## src/hdl/mck_pkg.sv

```systemverilog
`timescale 1ns / 1ps

package mck_pkg;

  localparam int MAX_SYMBOLS_DEF = 6;
  localparam int CODE_W          = 6;   // longest code in the table
  localparam int LEN_W           = 3;
  localparam int IDX_W           = 6;
  localparam int CFG_IDX_W       = 8;
  localparam int TIME_W          = 16;

  localparam logic [CFG_IDX_W-1:0] REG_DOT        = 8'd0;
  localparam logic [CFG_IDX_W-1:0] REG_DASH       = 8'd1;
  localparam logic [CFG_IDX_W-1:0] REG_ELEMENT_GAP = 8'd2;
  localparam logic [CFG_IDX_W-1:0] REG_LETTER_GAP = 8'd3;

  localparam logic [TIME_W-1:0] DOT_RESET         = 16'd100;
  localparam logic [TIME_W-1:0] DASH_RESET        = 16'd300;
  localparam logic [TIME_W-1:0] ELEMENT_GAP_RESET = 16'd100;
  localparam logic [TIME_W-1:0] LETTER_GAP_RESET  = 16'd300;

  localparam logic [IDX_W-1:0] IDX_PERIOD     = 6'd36;
  localparam logic [IDX_W-1:0] IDX_COMMA      = 6'd37;
  localparam logic [IDX_W-1:0] IDX_UNDERSCORE = 6'd38;
  localparam logic [IDX_W-1:0] IDX_COLON      = 6'd39;
  localparam logic [IDX_W-1:0] IDX_QUESTION   = 6'd40;
  localparam logic [IDX_W-1:0] IDX_MINUS      = 6'd41;
  localparam logic [IDX_W-1:0] IDX_EQUALS     = 6'd42;

  typedef enum logic [1:0] {
    ST_IDLE,
    ST_SYM,
    ST_GAP,
    ST_LGAP
  } state_t;

  // pat is left aligned: bit CODE_W-1 is the first symbol, 1 = dash
  typedef struct packed {
    logic [LEN_W-1:0]  len;
    logic [CODE_W-1:0] pat;
  } code_t;

  function automatic logic [IDX_W-1:0] code_index(input logic [7:0] ch);
    logic [IDX_W-1:0] idx;
    idx = IDX_QUESTION;
    if (ch >= 8'h30 && ch <= 8'h39) begin
      idx = IDX_W'(ch - 8'h30);
    end else if (ch >= 8'h41 && ch <= 8'h5A) begin
      idx = IDX_W'(ch - 8'h41 + 8'd10);
    end else if (ch >= 8'h61 && ch <= 8'h7A) begin
      idx = IDX_W'(ch - 8'h61 + 8'd10);
    end else begin
      case (ch)
        8'h2E:        idx = IDX_PERIOD;
        8'h2C:        idx = IDX_COMMA;
        8'h5F, 8'h20: idx = IDX_UNDERSCORE;
        8'h3A:        idx = IDX_COLON;
        8'h2D:        idx = IDX_MINUS;
        8'h3D:        idx = IDX_EQUALS;
        default:      idx = IDX_QUESTION;
      endcase
    end
    return idx;
  endfunction

  function automatic code_t code_lookup(input logic [IDX_W-1:0] idx);
    code_t c;
    case (idx)
      6'd0:  c = '{3'd5, 6'b111110};
      6'd1:  c = '{3'd5, 6'b011110};
      6'd2:  c = '{3'd5, 6'b001110};
      6'd3:  c = '{3'd5, 6'b000110};
      6'd4:  c = '{3'd5, 6'b000010};
      6'd5:  c = '{3'd5, 6'b000000};
      6'd6:  c = '{3'd5, 6'b100000};
      6'd7:  c = '{3'd5, 6'b110000};
      6'd8:  c = '{3'd5, 6'b111000};
      6'd9:  c = '{3'd5, 6'b111100};
      6'd10: c = '{3'd2, 6'b010000};
      6'd11: c = '{3'd4, 6'b100000};
      6'd12: c = '{3'd4, 6'b101000};
      6'd13: c = '{3'd3, 6'b100000};
      6'd14: c = '{3'd1, 6'b000000};
      6'd15: c = '{3'd4, 6'b001000};
      6'd16: c = '{3'd3, 6'b110000};
      6'd17: c = '{3'd4, 6'b000000};
      6'd18: c = '{3'd2, 6'b000000};
      6'd19: c = '{3'd4, 6'b011100};
      6'd20: c = '{3'd3, 6'b101000};
      6'd21: c = '{3'd4, 6'b010000};
      6'd22: c = '{3'd2, 6'b110000};
      6'd23: c = '{3'd2, 6'b100000};
      6'd24: c = '{3'd3, 6'b111000};
      6'd25: c = '{3'd4, 6'b011000};
      6'd26: c = '{3'd4, 6'b110100};
      6'd27: c = '{3'd3, 6'b010000};
      6'd28: c = '{3'd3, 6'b000000};
      6'd29: c = '{3'd1, 6'b100000};
      6'd30: c = '{3'd3, 6'b001000};
      6'd31: c = '{3'd4, 6'b000100};
      6'd32: c = '{3'd3, 6'b011000};
      6'd33: c = '{3'd4, 6'b100100};
      6'd34: c = '{3'd4, 6'b101100};
      6'd35: c = '{3'd4, 6'b110000};
      6'd36: c = '{3'd6, 6'b010101};
      6'd37: c = '{3'd6, 6'b110011};
      6'd38: c = '{3'd6, 6'b001101};
      6'd39: c = '{3'd6, 6'b111000};
      6'd41: c = '{3'd6, 6'b100001};
      6'd42: c = '{3'd5, 6'b100010};
      default: c = '{3'd6, 6'b001100};  // question mark
    endcase
    return c;
  endfunction

endpackage

```

## src/hdl/morse_character_keyer.sv

```systemverilog
`timescale 1ns / 1ps

// Morse character keyer.
// Input channel (in_valid / in_stall): one request carries an ASCII
// character and more_follow. The character is looked up in the Morse table
// and sent as timed segments on the output channel (out_valid / out_stall):
// key_on = 1 for each dot or dash, key_on = 0 for the element gap between
// symbols and for the letter gap added when more_follow is set.
// last_segment marks the final segment of the character.
// A character of n symbols gives 2n-1 segments, plus one with more_follow,
// so at most 12. The sequencer emits one segment per cycle while the output is
// not stalled, through a single duration select and a symbol shift register.
// The first segment is registered from the symbol state that follows the taken
// request; the input stalls until the last segment is emitted, and the next
// request is taken the cycle after the last segment is registered, even while that segment waits.
// in_stall is high while a character is being sent.
// A stalled output holds its segment; the sequencer waits with it.
// Reset (synchronous) empties the output, returns to idle and loads the
// timing registers with 100/300/100/300 ms. Configuration writes go through
// cfg_we / cfg_index / cfg_data; indexes past the last register are ignored.
module morse_character_keyer #(
  parameter int MAX_SYMBOLS = mck_pkg::MAX_SYMBOLS_DEF
) (
  input  logic                          clk,
  input  logic                          rst,
  input  logic                          cfg_we,
  input  logic [mck_pkg::CFG_IDX_W-1:0] cfg_index,
  input  logic [mck_pkg::TIME_W-1:0]    cfg_data,
  input  logic                          in_valid,
  output logic                          in_stall,
  input  logic [7:0]                    character,
  input  logic                          more_follow,
  output logic                          out_valid,
  input  logic                          out_stall,
  output logic                          key_on,
  output logic [mck_pkg::TIME_W-1:0]    duration,
  output logic                          last_segment
);

  localparam int CNT_W = $clog2(MAX_SYMBOLS + 1);
  localparam int SHIFT = MAX_SYMBOLS - mck_pkg::CODE_W;

  logic [mck_pkg::TIME_W-1:0] dot_time;
  logic [mck_pkg::TIME_W-1:0] dash_time;
  logic [mck_pkg::TIME_W-1:0] element_gap_time;
  logic [mck_pkg::TIME_W-1:0] letter_gap_time;

  mck_pkg::state_t state, state_next;
  logic [MAX_SYMBOLS-1:0] sym, sym_next;
  logic [CNT_W-1:0]       cnt, cnt_next;
  logic                   more, more_next;

  logic                       accept;
  logic                       out_free;
  logic                       emit;
  logic                       seg_on;
  logic                       seg_last;
  logic [mck_pkg::TIME_W-1:0] seg_dur;
  mck_pkg::code_t             code;

  always_ff @(posedge clk) begin
    if (rst) begin
      dot_time         <= mck_pkg::DOT_RESET;
      dash_time        <= mck_pkg::DASH_RESET;
      element_gap_time <= mck_pkg::ELEMENT_GAP_RESET;
      letter_gap_time  <= mck_pkg::LETTER_GAP_RESET;
    end else if (cfg_we) begin
      unique case (cfg_index)
        mck_pkg::REG_DOT:         dot_time         <= cfg_data;
        mck_pkg::REG_DASH:        dash_time        <= cfg_data;
        mck_pkg::REG_ELEMENT_GAP: element_gap_time <= cfg_data;
        mck_pkg::REG_LETTER_GAP:  letter_gap_time  <= cfg_data;
        default: ;
      endcase
    end
  end

  assign in_stall = (state != mck_pkg::ST_IDLE);
  assign accept   = in_valid && !in_stall;
  assign out_free = !out_valid || !out_stall;
  assign code     = mck_pkg::code_lookup(mck_pkg::code_index(character));

  always_comb begin
    state_next = state;
    sym_next   = sym;
    cnt_next   = cnt;
    more_next  = more;
    emit       = 1'b0;
    seg_on     = 1'b0;
    seg_last   = 1'b0;
    seg_dur    = element_gap_time;
    unique case (state)
      mck_pkg::ST_IDLE: begin
        if (accept) begin
          // every code fits in MAX_SYMBOLS, so the length is never clipped
          sym_next   = MAX_SYMBOLS'(code.pat) << SHIFT;
          cnt_next   = CNT_W'(code.len);
          more_next  = more_follow;
          state_next = mck_pkg::ST_SYM;
        end
      end
      mck_pkg::ST_SYM: begin
        seg_on   = 1'b1;
        seg_dur  = sym[MAX_SYMBOLS-1] ? dash_time : dot_time;
        seg_last = (cnt == CNT_W'(1)) && !more;
        if (out_free) begin
          emit     = 1'b1;
          sym_next = sym << 1;
          cnt_next = cnt - CNT_W'(1);
          if (cnt != CNT_W'(1)) begin
            state_next = mck_pkg::ST_GAP;
          end else if (more) begin
            state_next = mck_pkg::ST_LGAP;
          end else begin
            state_next = mck_pkg::ST_IDLE;
          end
        end
      end
      mck_pkg::ST_GAP: begin
        seg_dur = element_gap_time;
        if (out_free) begin
          emit       = 1'b1;
          state_next = mck_pkg::ST_SYM;
        end
      end
      mck_pkg::ST_LGAP: begin
        seg_dur  = letter_gap_time;
        seg_last = 1'b1;
        if (out_free) begin
          emit       = 1'b1;
          state_next = mck_pkg::ST_IDLE;
        end
      end
      default: state_next = mck_pkg::ST_IDLE;
    endcase
  end

  always_ff @(posedge clk) begin
    if (rst) begin
      state <= mck_pkg::ST_IDLE;
      cnt   <= '0;
      more  <= 1'b0;
    end else begin
      state <= state_next;
      cnt   <= cnt_next;
      more  <= more_next;
    end
  end

  always_ff @(posedge clk) begin
    sym <= sym_next;
  end

  always_ff @(posedge clk) begin
    if (rst) begin
      out_valid <= 1'b0;
    end else if (emit) begin
      out_valid <= 1'b1;
    end else if (!out_stall) begin
      out_valid <= 1'b0;
    end
  end

  always_ff @(posedge clk) begin
    if (emit) begin
      key_on       <= seg_on;
      duration     <= seg_dur;
      last_segment <= seg_last;
    end
  end

  a_accept_busy: assert property (@(posedge clk) disable iff (rst)
    accept |=> in_stall)
    else $error("keyer took a request but did not go busy");

  a_gap_then_symbol: assert property (@(posedge clk) disable iff (rst)
    (out_valid && !key_on && !last_segment) |-> (state == mck_pkg::ST_SYM))
    else $error("element gap not followed by a symbol");

  a_idle_holds_last: assert property (@(posedge clk) disable iff (rst)
    (state == mck_pkg::ST_IDLE && out_valid) |-> last_segment)
    else $error("idle with a pending segment that is not the last");

  a_gap_has_symbols: assert property (@(posedge clk) disable iff (rst)
    (state == mck_pkg::ST_GAP) |-> (cnt != '0))
    else $error("element gap with no symbol left");

endmodule
```

## config.mk

```make
export PLATFORM = sky130hd
export DESIGN_NAME = morse_character_keyer
export DESIGN_NICKNAME = d
export VERILOG_FILES = /design/src/hdl/mck_pkg.sv /design/src/hdl/morse_character_keyer.sv
export SDC_FILE = /design/constraint.sdc
export NUM_CORES = 1
export LEC_CHECK = 0
export BUFFER_PORTS_ARGS = -buffer_cell sky130_fd_sc_hd__buf_4
export CAP_MARGIN = 25
export CORE_ASPECT_RATIO = 1.4
export CORE_MARGIN = 5
export CORE_UTILIZATION = 40
export CTS_CLUSTER_SIZE = 30
export DETAILED_ROUTE_END_ITERATION = 6
export GPL_ROUTABILITY_DRIVEN = 0
export PLACE_DENSITY = 0.67
export SYNTH_ARGS = -nofsm -noshare
export SYNTH_HDL_FRONTEND = slang
export SYNTH_SLANG_ARGS = --single-unit
```

## constraint.sdc

```tcl
create_clock -name clk -period 7.8 [get_ports clk]
set_input_delay 0.78 -clock clk [delete_from_list [all_inputs] [get_ports clk]]
set_output_delay 0.78 -clock clk [all_outputs]
set_load 0.005 [all_outputs]
```

==> metrics.md, run 1 <==
| Metric | Value |
|---|---|
| Max-Cap Viols | `0` |
| Crit-path max FO | `12` |
| Antenna cells | `0` |
| FF+latch count, synth | `95` |
| Post-CTS Setup Bufs | `0` |
| Die height | `around 150 um` |
| Largest stage delay, worst path | `approximately 650 ps` |
| Starting Density | `roughly two fifths` |
| Path type of the worst setup path | `in -> reg` |
| Post-synthesis xor/xnor area fraction | `less than 1%` |
| First DRT Iteration DRCs | `240` |
| Syn. warnings | `0` |
| Die Area | `~15000 um2` |
| Worst path cell trace | `buf_4 > inv_1 > ha_1 > nor4b_2 > a211oi_1 > a22o_1 > a211oi_1 > a221oi_2 > inv_1 > ha_1 > or3_1 > a31oi_1 > o211ai_1 > a31oi_1` |
| Hold crit path type | `reg -> reg` |
| Vias per cell | `about 5.7` |
| Power per cell area | `192 nW/um2` |
| RSZ-0062 raised after global routing | `false` |
| Synth Area in Compound Gates | `between 10 and 15%` |
| Hold wc startpoint | `dash_time[15]$_SDFFE_PP0P_` |
| Crit path DAT | `4340 ps` |
| CP max stage cell | `a221oi_2` |
| Ports | `58` |
| Via count | `about 4400` |
| Routed len/inst | `16.4 um` |
| Fraction of layout cells with a size suffix above 1 | `around 18%` |
| FILL cells | `1225` |
| Total global-route track usage | `16.4%` |
| Switching share of power | `~28%` |
| Worst hold path endpoint | `dash_time[15]$_SDFFE_PP0P_` |
| RR Endpoint | `sym[2]$_DFFE_PP_` |
| Post-route ant nets | `0` |
| Hold Buf Count CTS | `0` |
| Flop pwr share | `47.8%` |
| IO Port Bufs | `57` |
| Period utilisation layout | `between 50% and 60%` |
| Core region area | `12800 um2` |
| Max_slew headroom | `27.7%` |
| Required time worst endpoint | `between 7000 and 8000 ps` |
| Clock Sinks | `between 90 and 100` |
| Gates resized, CTS repair | `0` |
| Clk root buf | `clkbuf_16` |
| Largest family of logic cells by synthesized area | `simple AND/OR/NAND/NOR gates` |
| Kind of cell adding the most delay to the critical path | `compound AO/OA/AOI/OAI gates` |
| Pleak | `between 2 and 3 nW` |
| Worst R2R Setup Slack | `5060 ps` |
| # rows | `49` |
| Util after Layout | `46.9%` |
| Combinational share of power | `between 15 and 20%` |
| Commonest non-fill, non-tap cell in the layout | `nand2_1` |
| Fmax | `roughly 240 MHz` |
| Internal | `around 0.84 mW` |
| DRT Pass-1 Iters | `4` |
| CP endpoint kind | `register` |
| CTS max path bufs | `2` |
| Number of synthesized flops with an enable pin | `24` |
| Post-Synthesis Cells | `573` |
| Max H-tree Level | `3` |
| Routed WL | `about 13 mm` |
| CTS tree | `done` |
| Status | `finished, final reports clean` |
| DRC | `0` |
| R2R Path Start | `state[1]$_SDFFE_PP0P_` |
| Vias in the first global route | `around 4400` |
| Post-synthesis adder-cell area fraction | `4.32%` |
| Clock share of power | `roughly a third` |
| Max-slew violation count | `0` |
| Seq/Total Area, Yosys | `41.1%` |
| Setup TNS | `0 ps` |
| Post-synth cell types | `64` |
| Most frequent cells in the layout | `nand2_1, mux2i_1, dfxtp_1` |
| Skew-Pair Late Insertion Delay | `between 300 and 400 ps` |
| Cells on Worst Hold Path | `2` |
| Buffers and inverters on the worst path | `3` |
| Switching power | `between 0.3 and 0.4 mW` |
| Mux share of post-synthesis cell area | `~18%` |
| Synth Area in Simple Gates | `18.2%` |
| Startpoint Class | `input port` |
| HPWL Detailed | `8.94 mm` |
| Reg clk slew, reported paths | `around 60 ps` |
| Chip Width | `~110 um` |
| Post-route minimum period | `4160 ps` |
| R2R depth | `6` |
| Pin count of the biggest net entering global routing | `58` |
| Inserted Clock Buffers | `9` |
| Syn Std Cell Area | `approximately 5200 um2` |
| Maximum VDD drop | `approximately 0.11 mV` |
| Slew @ Worst Pin | `between 1000 and 1500 ps` |
| Layout Area Growth over Synthesis | `15.4%` |
| Final hold vios | `0` |
| Initial antenna violation count | `0` |
| Gr ovfl total | `0` |
| Asr flop ratio synth | `0%` |
| Clock skew | `3.93 ps` |
| Fin nets | `668` |
| First-pass GRT wire length | `21.0 mm` |
| Final setup vio count | `0` |
| Syn_area_per_cell | `~9 um2` |
| Syn Nets | `between 600 and 700` |
| Top_reg_cell synth | `dfxtp_1` |
==> cell usage after synthesis (2+ instances only) <==
cell | number | area (um2)
and3b_1 | 2 | 17.5
a21oi_1 | 29 | 145
a211oi_1 | 4 | 30.0
o211ai_1 | 8 | 60.1
a211o_1 | 2 | 17.5
buf_2 | 7 | 35.0
o211a_1 | 2 | 20.0
dfxtp_1 | 71 | 1420
edfxtp_1 | 24 | 721
nand3b_1 | 3 | 22.5
a32oi_1 | 4 | 35.0
or3_1 | 5 | 31.3
and3_1 | 2 | 12.5
mux2i_1 | 71 | 711
o21ai_1 | 3 | 15.0
buf_1 | 2 | 7.51
or2_2 | 3 | 18.8
nor2_1 | 63 | 236
nand2b_1 | 4 | 25.0
nor3b_1 | 6 | 45.0
o311a_1 | 2 | 20.0
clkbuf_1 | 25 | 93.8
nor3_1 | 8 | 40.0
a31oi_1 | 9 | 56.3
mux2_2 | 17 | 191
nand2_1 | 77 | 289
o22ai_1 | 3 | 18.8
nor4_1 | 2 | 12.5
o21a_1 | 4 | 30.0
ha_1 | 18 | 225
o21ai_0 | 32 | 160
nor2b_1 | 3 | 18.8
nand3_1 | 12 | 60.1
inv_1 | 11 | 41.3
and2_1 | 2 | 12.5
a22o_1 | 2 | 17.5
buf_6 | 4 | 45.0
==> final cells by class <==
class / count / area [um2] / share of cell area (%)
clock buffers: 10 / 229 / 3.81
clock inverters: 6 / 37.5 / 0.624
inverters: 12 / 45.0 / 0.749
multi-input cells: 427 / 2850 / 47.3
flip-flops and latches: 95 / 2140 / 35.6
well taps: 153 / 191 / 3.18
repair buffers: 67 / 523 / 8.69
==> power by group through the flow <==
| stage | logic, mW | registers [mW] | clock network (mW) |
|---|---|---|---|
| finish | 0.210 | 0.551 | 0.393 |
| global route | 0.229 | 0.554 | 0.421 |
| CTS | 0.208 | 0.551 | 0.401 |
| detailed placement | 0.208 | 0.562 | 0 |
| global placement | 0.197 | 0.565 | 0 |
| floorplan | 0.146 | 0.548 | 0 |
==> registers in the layout (all words and copies together), names as in the netlist <==
register / flops
more: 1
key_on: 1
element_gap_time: 16
state: 2
duration: 16
out_valid: 1
last_segment: 1
sym: 6
dash_time: 16
cnt: 3
dot_time: 16
letter_gap_time: 16
==> worst register-to-register path: cells and delay by family, from the launching register on <==
kind                   cells  cell delay, ps
AND/OR/NAND/NOR            2             930
flip-flops                 1             620
buffers and inverters      2             720
AO/OA/AOI/OAI              2             200
==> how the worst max path moves through the flow <==
stage / from / endpoint / slack [ps] / cells after the start
2_1_floorplan: character[1] / sym[5]$_DFFE_PP_ / 3890 / 14
6_report: character[1] / sym[5]$_DFFE_PP_ / 3640 / 14
3_5_place_dp: character[1] / sym[5]$_DFFE_PP_ / 3310 / 14
3_3_place_gp: character[1] / sym[5]$_DFFE_PP_ / 3500 / 13
5_1_grt: character[1] / sym[5]$_DFFE_PP_ / 3250 / 14
4_1_cts: character[1] / sym[5]$_DFFE_PP_ / 3660 / 14
==> through the flow <==
step,setup WS [ps],hold WS [ps],area (um2),power [mW],std cells
floorplan,3890,436,5210,0.694,573
global placement,3500,442,5720,0.762,753
detailed placement,3310,447,5750,0.770,754
CTS,3660,456,6020,1.16,770
global route,3250,469,6020,1.20,770
finish,3640,456,6020,1.15,770
==> per-layer routing <==
metal	routed length, um	up-vias	GRT usage [%]
met5	0	-	0
met4	323	0	7.04
met3	487	28	2.98
met2	6580	126	30.1
met1	5210	2091	18.4
li1	-	2121	-
==> logic make-up (layout without fill, tap and decap cells) <==
group | count (synthesis) | after routing
DFF | 95 | 95
muxes | 89 | 89
AOI/OAI and AO/OA | 116 | 116
adders and majority gates | 18 | 18
xor gates and xnor gates | 1 | 1
and+or+nand+nor | 203 | 203
buffers and inverters | 51 | 95
No activity file was read; power rests on OpenSTA's default activity.
==> run 2: changes to the inputs <==
Settings changed: PLACE_DENSITY 0.67 to 0.69.
Clock period 7.8 ns to 3.8 ns, I/O delays scaled along.
==> run 2 against run 1 <==
Effect of this change:
- non-clock buffer count rose by 6
- register-to-register slack worse by 3700 ps
- worst setup slack worse by 3000 ps
==> metrics.md, run 2 (synthesis gave the netlist of run 1 again) <==
| Metric | Value |
|---|---|
| Via count | `roughly 4400` |
| Post-route ant nets | `0` |
| IO Port Bufs | `57` |
| Post-CTS Setup Bufs | `0` |
| Internal | `roughly 1.8 mW` |
| Switching power | `~0.65 mW` |
| PnR worst setup slack | `around 600 ps` |
| Slew @ Worst Pin | `~1100 ps` |
| Max-Cap Viols | `0` |
| Clock skew | `just over 6 ps` |
| Final setup vio count | `0` |
| Post-route minimum period | `3200 ps` |
| Hold Buf Count CTS | `0` |
| Crit-path max FO | `9` |
| Total global-route track usage | `about 16%` |
| Clock share of power | `~37%` |
| Placed cell area | `5790 um2` |
| CTS tree | `done` |
| Routed len/inst | `around 16 um` |
| Final instance area | `approximately 6100 um2` |
| Required time worst endpoint | `3970 ps` |
| CP endpoint kind | `register` |
| Gates resized, CTS repair | `0` |
| Design Power | `approximately 2.5 mW` |
| Chip Width | `between 100 and 150 um` |
| Die Area | `15400 um2` |
| Path type of the worst setup path | `in -> reg` |
| Die height | `145 um` |
| Vias in the first global route | `approximately 4300` |
| Ports | `58` |
| RSZ-0062 raised after global routing | `false` |
| Gr ovfl total | `0` |
| Initial antenna violation count | `0` |
| HPWL Detailed | `a little under 9 mm` |
| Clk root buf | `clkbuf_16` |
| Fraction of layout cells with a size suffix above 1 | `between 15 and 20%` |
| First DRT Iteration DRCs | `roughly 150` |
| Max-slew violation count | `0` |
| # rows | `49` |
| Skew-Pair Late Insertion Delay | `around 330 ps` |
| Clock Sinks | `95` |
| Maximum VDD drop | `~0.23 mV` |
| Routed WL | `12.5 mm` |
| Max H-tree Level | `3` |
| Reg clk slew, reported paths | `approximately 60 ps` |
| Core region area | `12800 um2` |
| Antenna cells | `0` |
| Power per cell area | `between 400 and 500 nW/um2` |
| Combinational share of power | `between 10% and 20%` |
| Starting Density | `40.7%` |
| Startpoint Class | `input port` |
| Setup WS pre-CTS | `between 300 and 400 ps` |
| Fin nets | `between 600 and 700` |
| Final hold vios | `0` |
| Hold WS | `~290 ps` |
| CTS max path bufs | `2` |
| Switching share of power | `between 20% and 30%` |
| DRT Pass-1 Iters | `5` |
| Fmax | `313 MHz` |
| Flop pwr share | `between 40% and 50%` |
| Max_slew headroom | `29.9%` |
| Setup TNS | `0 ps` |
| Layout Area Growth over Synthesis | `17.3%` |
| Vias per cell | `between 5 and 6` |
| Pin count of the biggest net entering global routing | `58` |
| Status | `finished, final reports clean` |
| Inserted Clock Buffers | `9` |
| Crit path DAT | `about 3400 ps` |
| First-pass GRT wire length | `20.4 mm` |
| Commonest non-fill, non-tap cell in the layout | `nand2_1` |
| Pleak | `2.60 nW` |
| Period utilisation layout | `84.2%` |
| Most frequent cells in the layout | `nand2_1, buf_4, mux2i_1, dfxtp_1, nor2_1` |
| Hold crit path type | `in -> reg` |
| DRC | `0` |
## run 2: changes by cell type in the layout (fill, tap and decap cells not counted)
cell / change
clkbuf_8: +1
clkinvlp_4: -1
bufinv_16: +1
clkbuf_16: +1
clkinv_2: -1
buf_4: +6
clkinv_1: -1
## run 2: layer usage
metal	up-vias	track usage [%]	part of all wire, %	wire, um
met5	-	0	0	0
met1	2047	19.1	42	5210
met3	31	2.76	5.6	700
met4	0	6.14	2.5	306
li1	2126	-	-	-
met2	156	28.0	50	6240
## run 2: layout make-up
cell class              instances  area [um2]
fillers                      1185        6700
multi-input cells             427        2850
flip-flops and latches         95        2140
repair buffers                 73         568
clock buffers                  12         268
well taps                     153         191
clock inverters                 4        51.3
inverters                      12        45.0
## run 2: critical path: stages
cell and delay (ps):
buf_4 120, inv_1 110, ha_1 250, nor4b_2 180
a211oi_1 320, a22o_1 380, a211oi_1 110, a221oi_2 230
inv_1 140, ha_1 370, inv_1 160, a21oi_1 120
a211o_1 280, a31oi_1 190
## run 2: power by group through the flow
stage	combinational, mW	clock, mW	sequential (mW)
after global routing	0.478	0.990	1.13
after global placement	0.413	0	1.16
after floorplan	0.300	0	1.13
after detailed placement	0.432	0	1.15
after CTS	0.433	0.948	1.13
final	0.436	0.933	1.13
## run 2: path summary, 6_finish.rpt
| path | from | endpoint | slack [ps] | depth (start not counted) |
|---|---|---|---|---|
| worst max register to register | state[0]$_SDFFE_PP0P_ | sym[2]$_DFFE_PP_ | 1390 | 6 |
| worst min-delay path | cfg_data[3] | dash_time[3]$_SDFFE_PP1P_ | 290 | 3 |
| worst min register to register | dash_time[13]$_SDFFE_PP0P_ | dash_time[13]$_SDFFE_PP0P_ | 450 | 2 |
| worst max-delay path | character[0] | sym[3]$_DFFE_PP_ | 600 | 14 |
## run 2: through the flow
stage | utilization [%] | std cells
floorplan | - | 573
global placement | 45.0 | 759
detailed placement | 45.2 | 760
CTS | 47.7 | 776
global route | 47.7 | 776
finish | 47.7 | 776
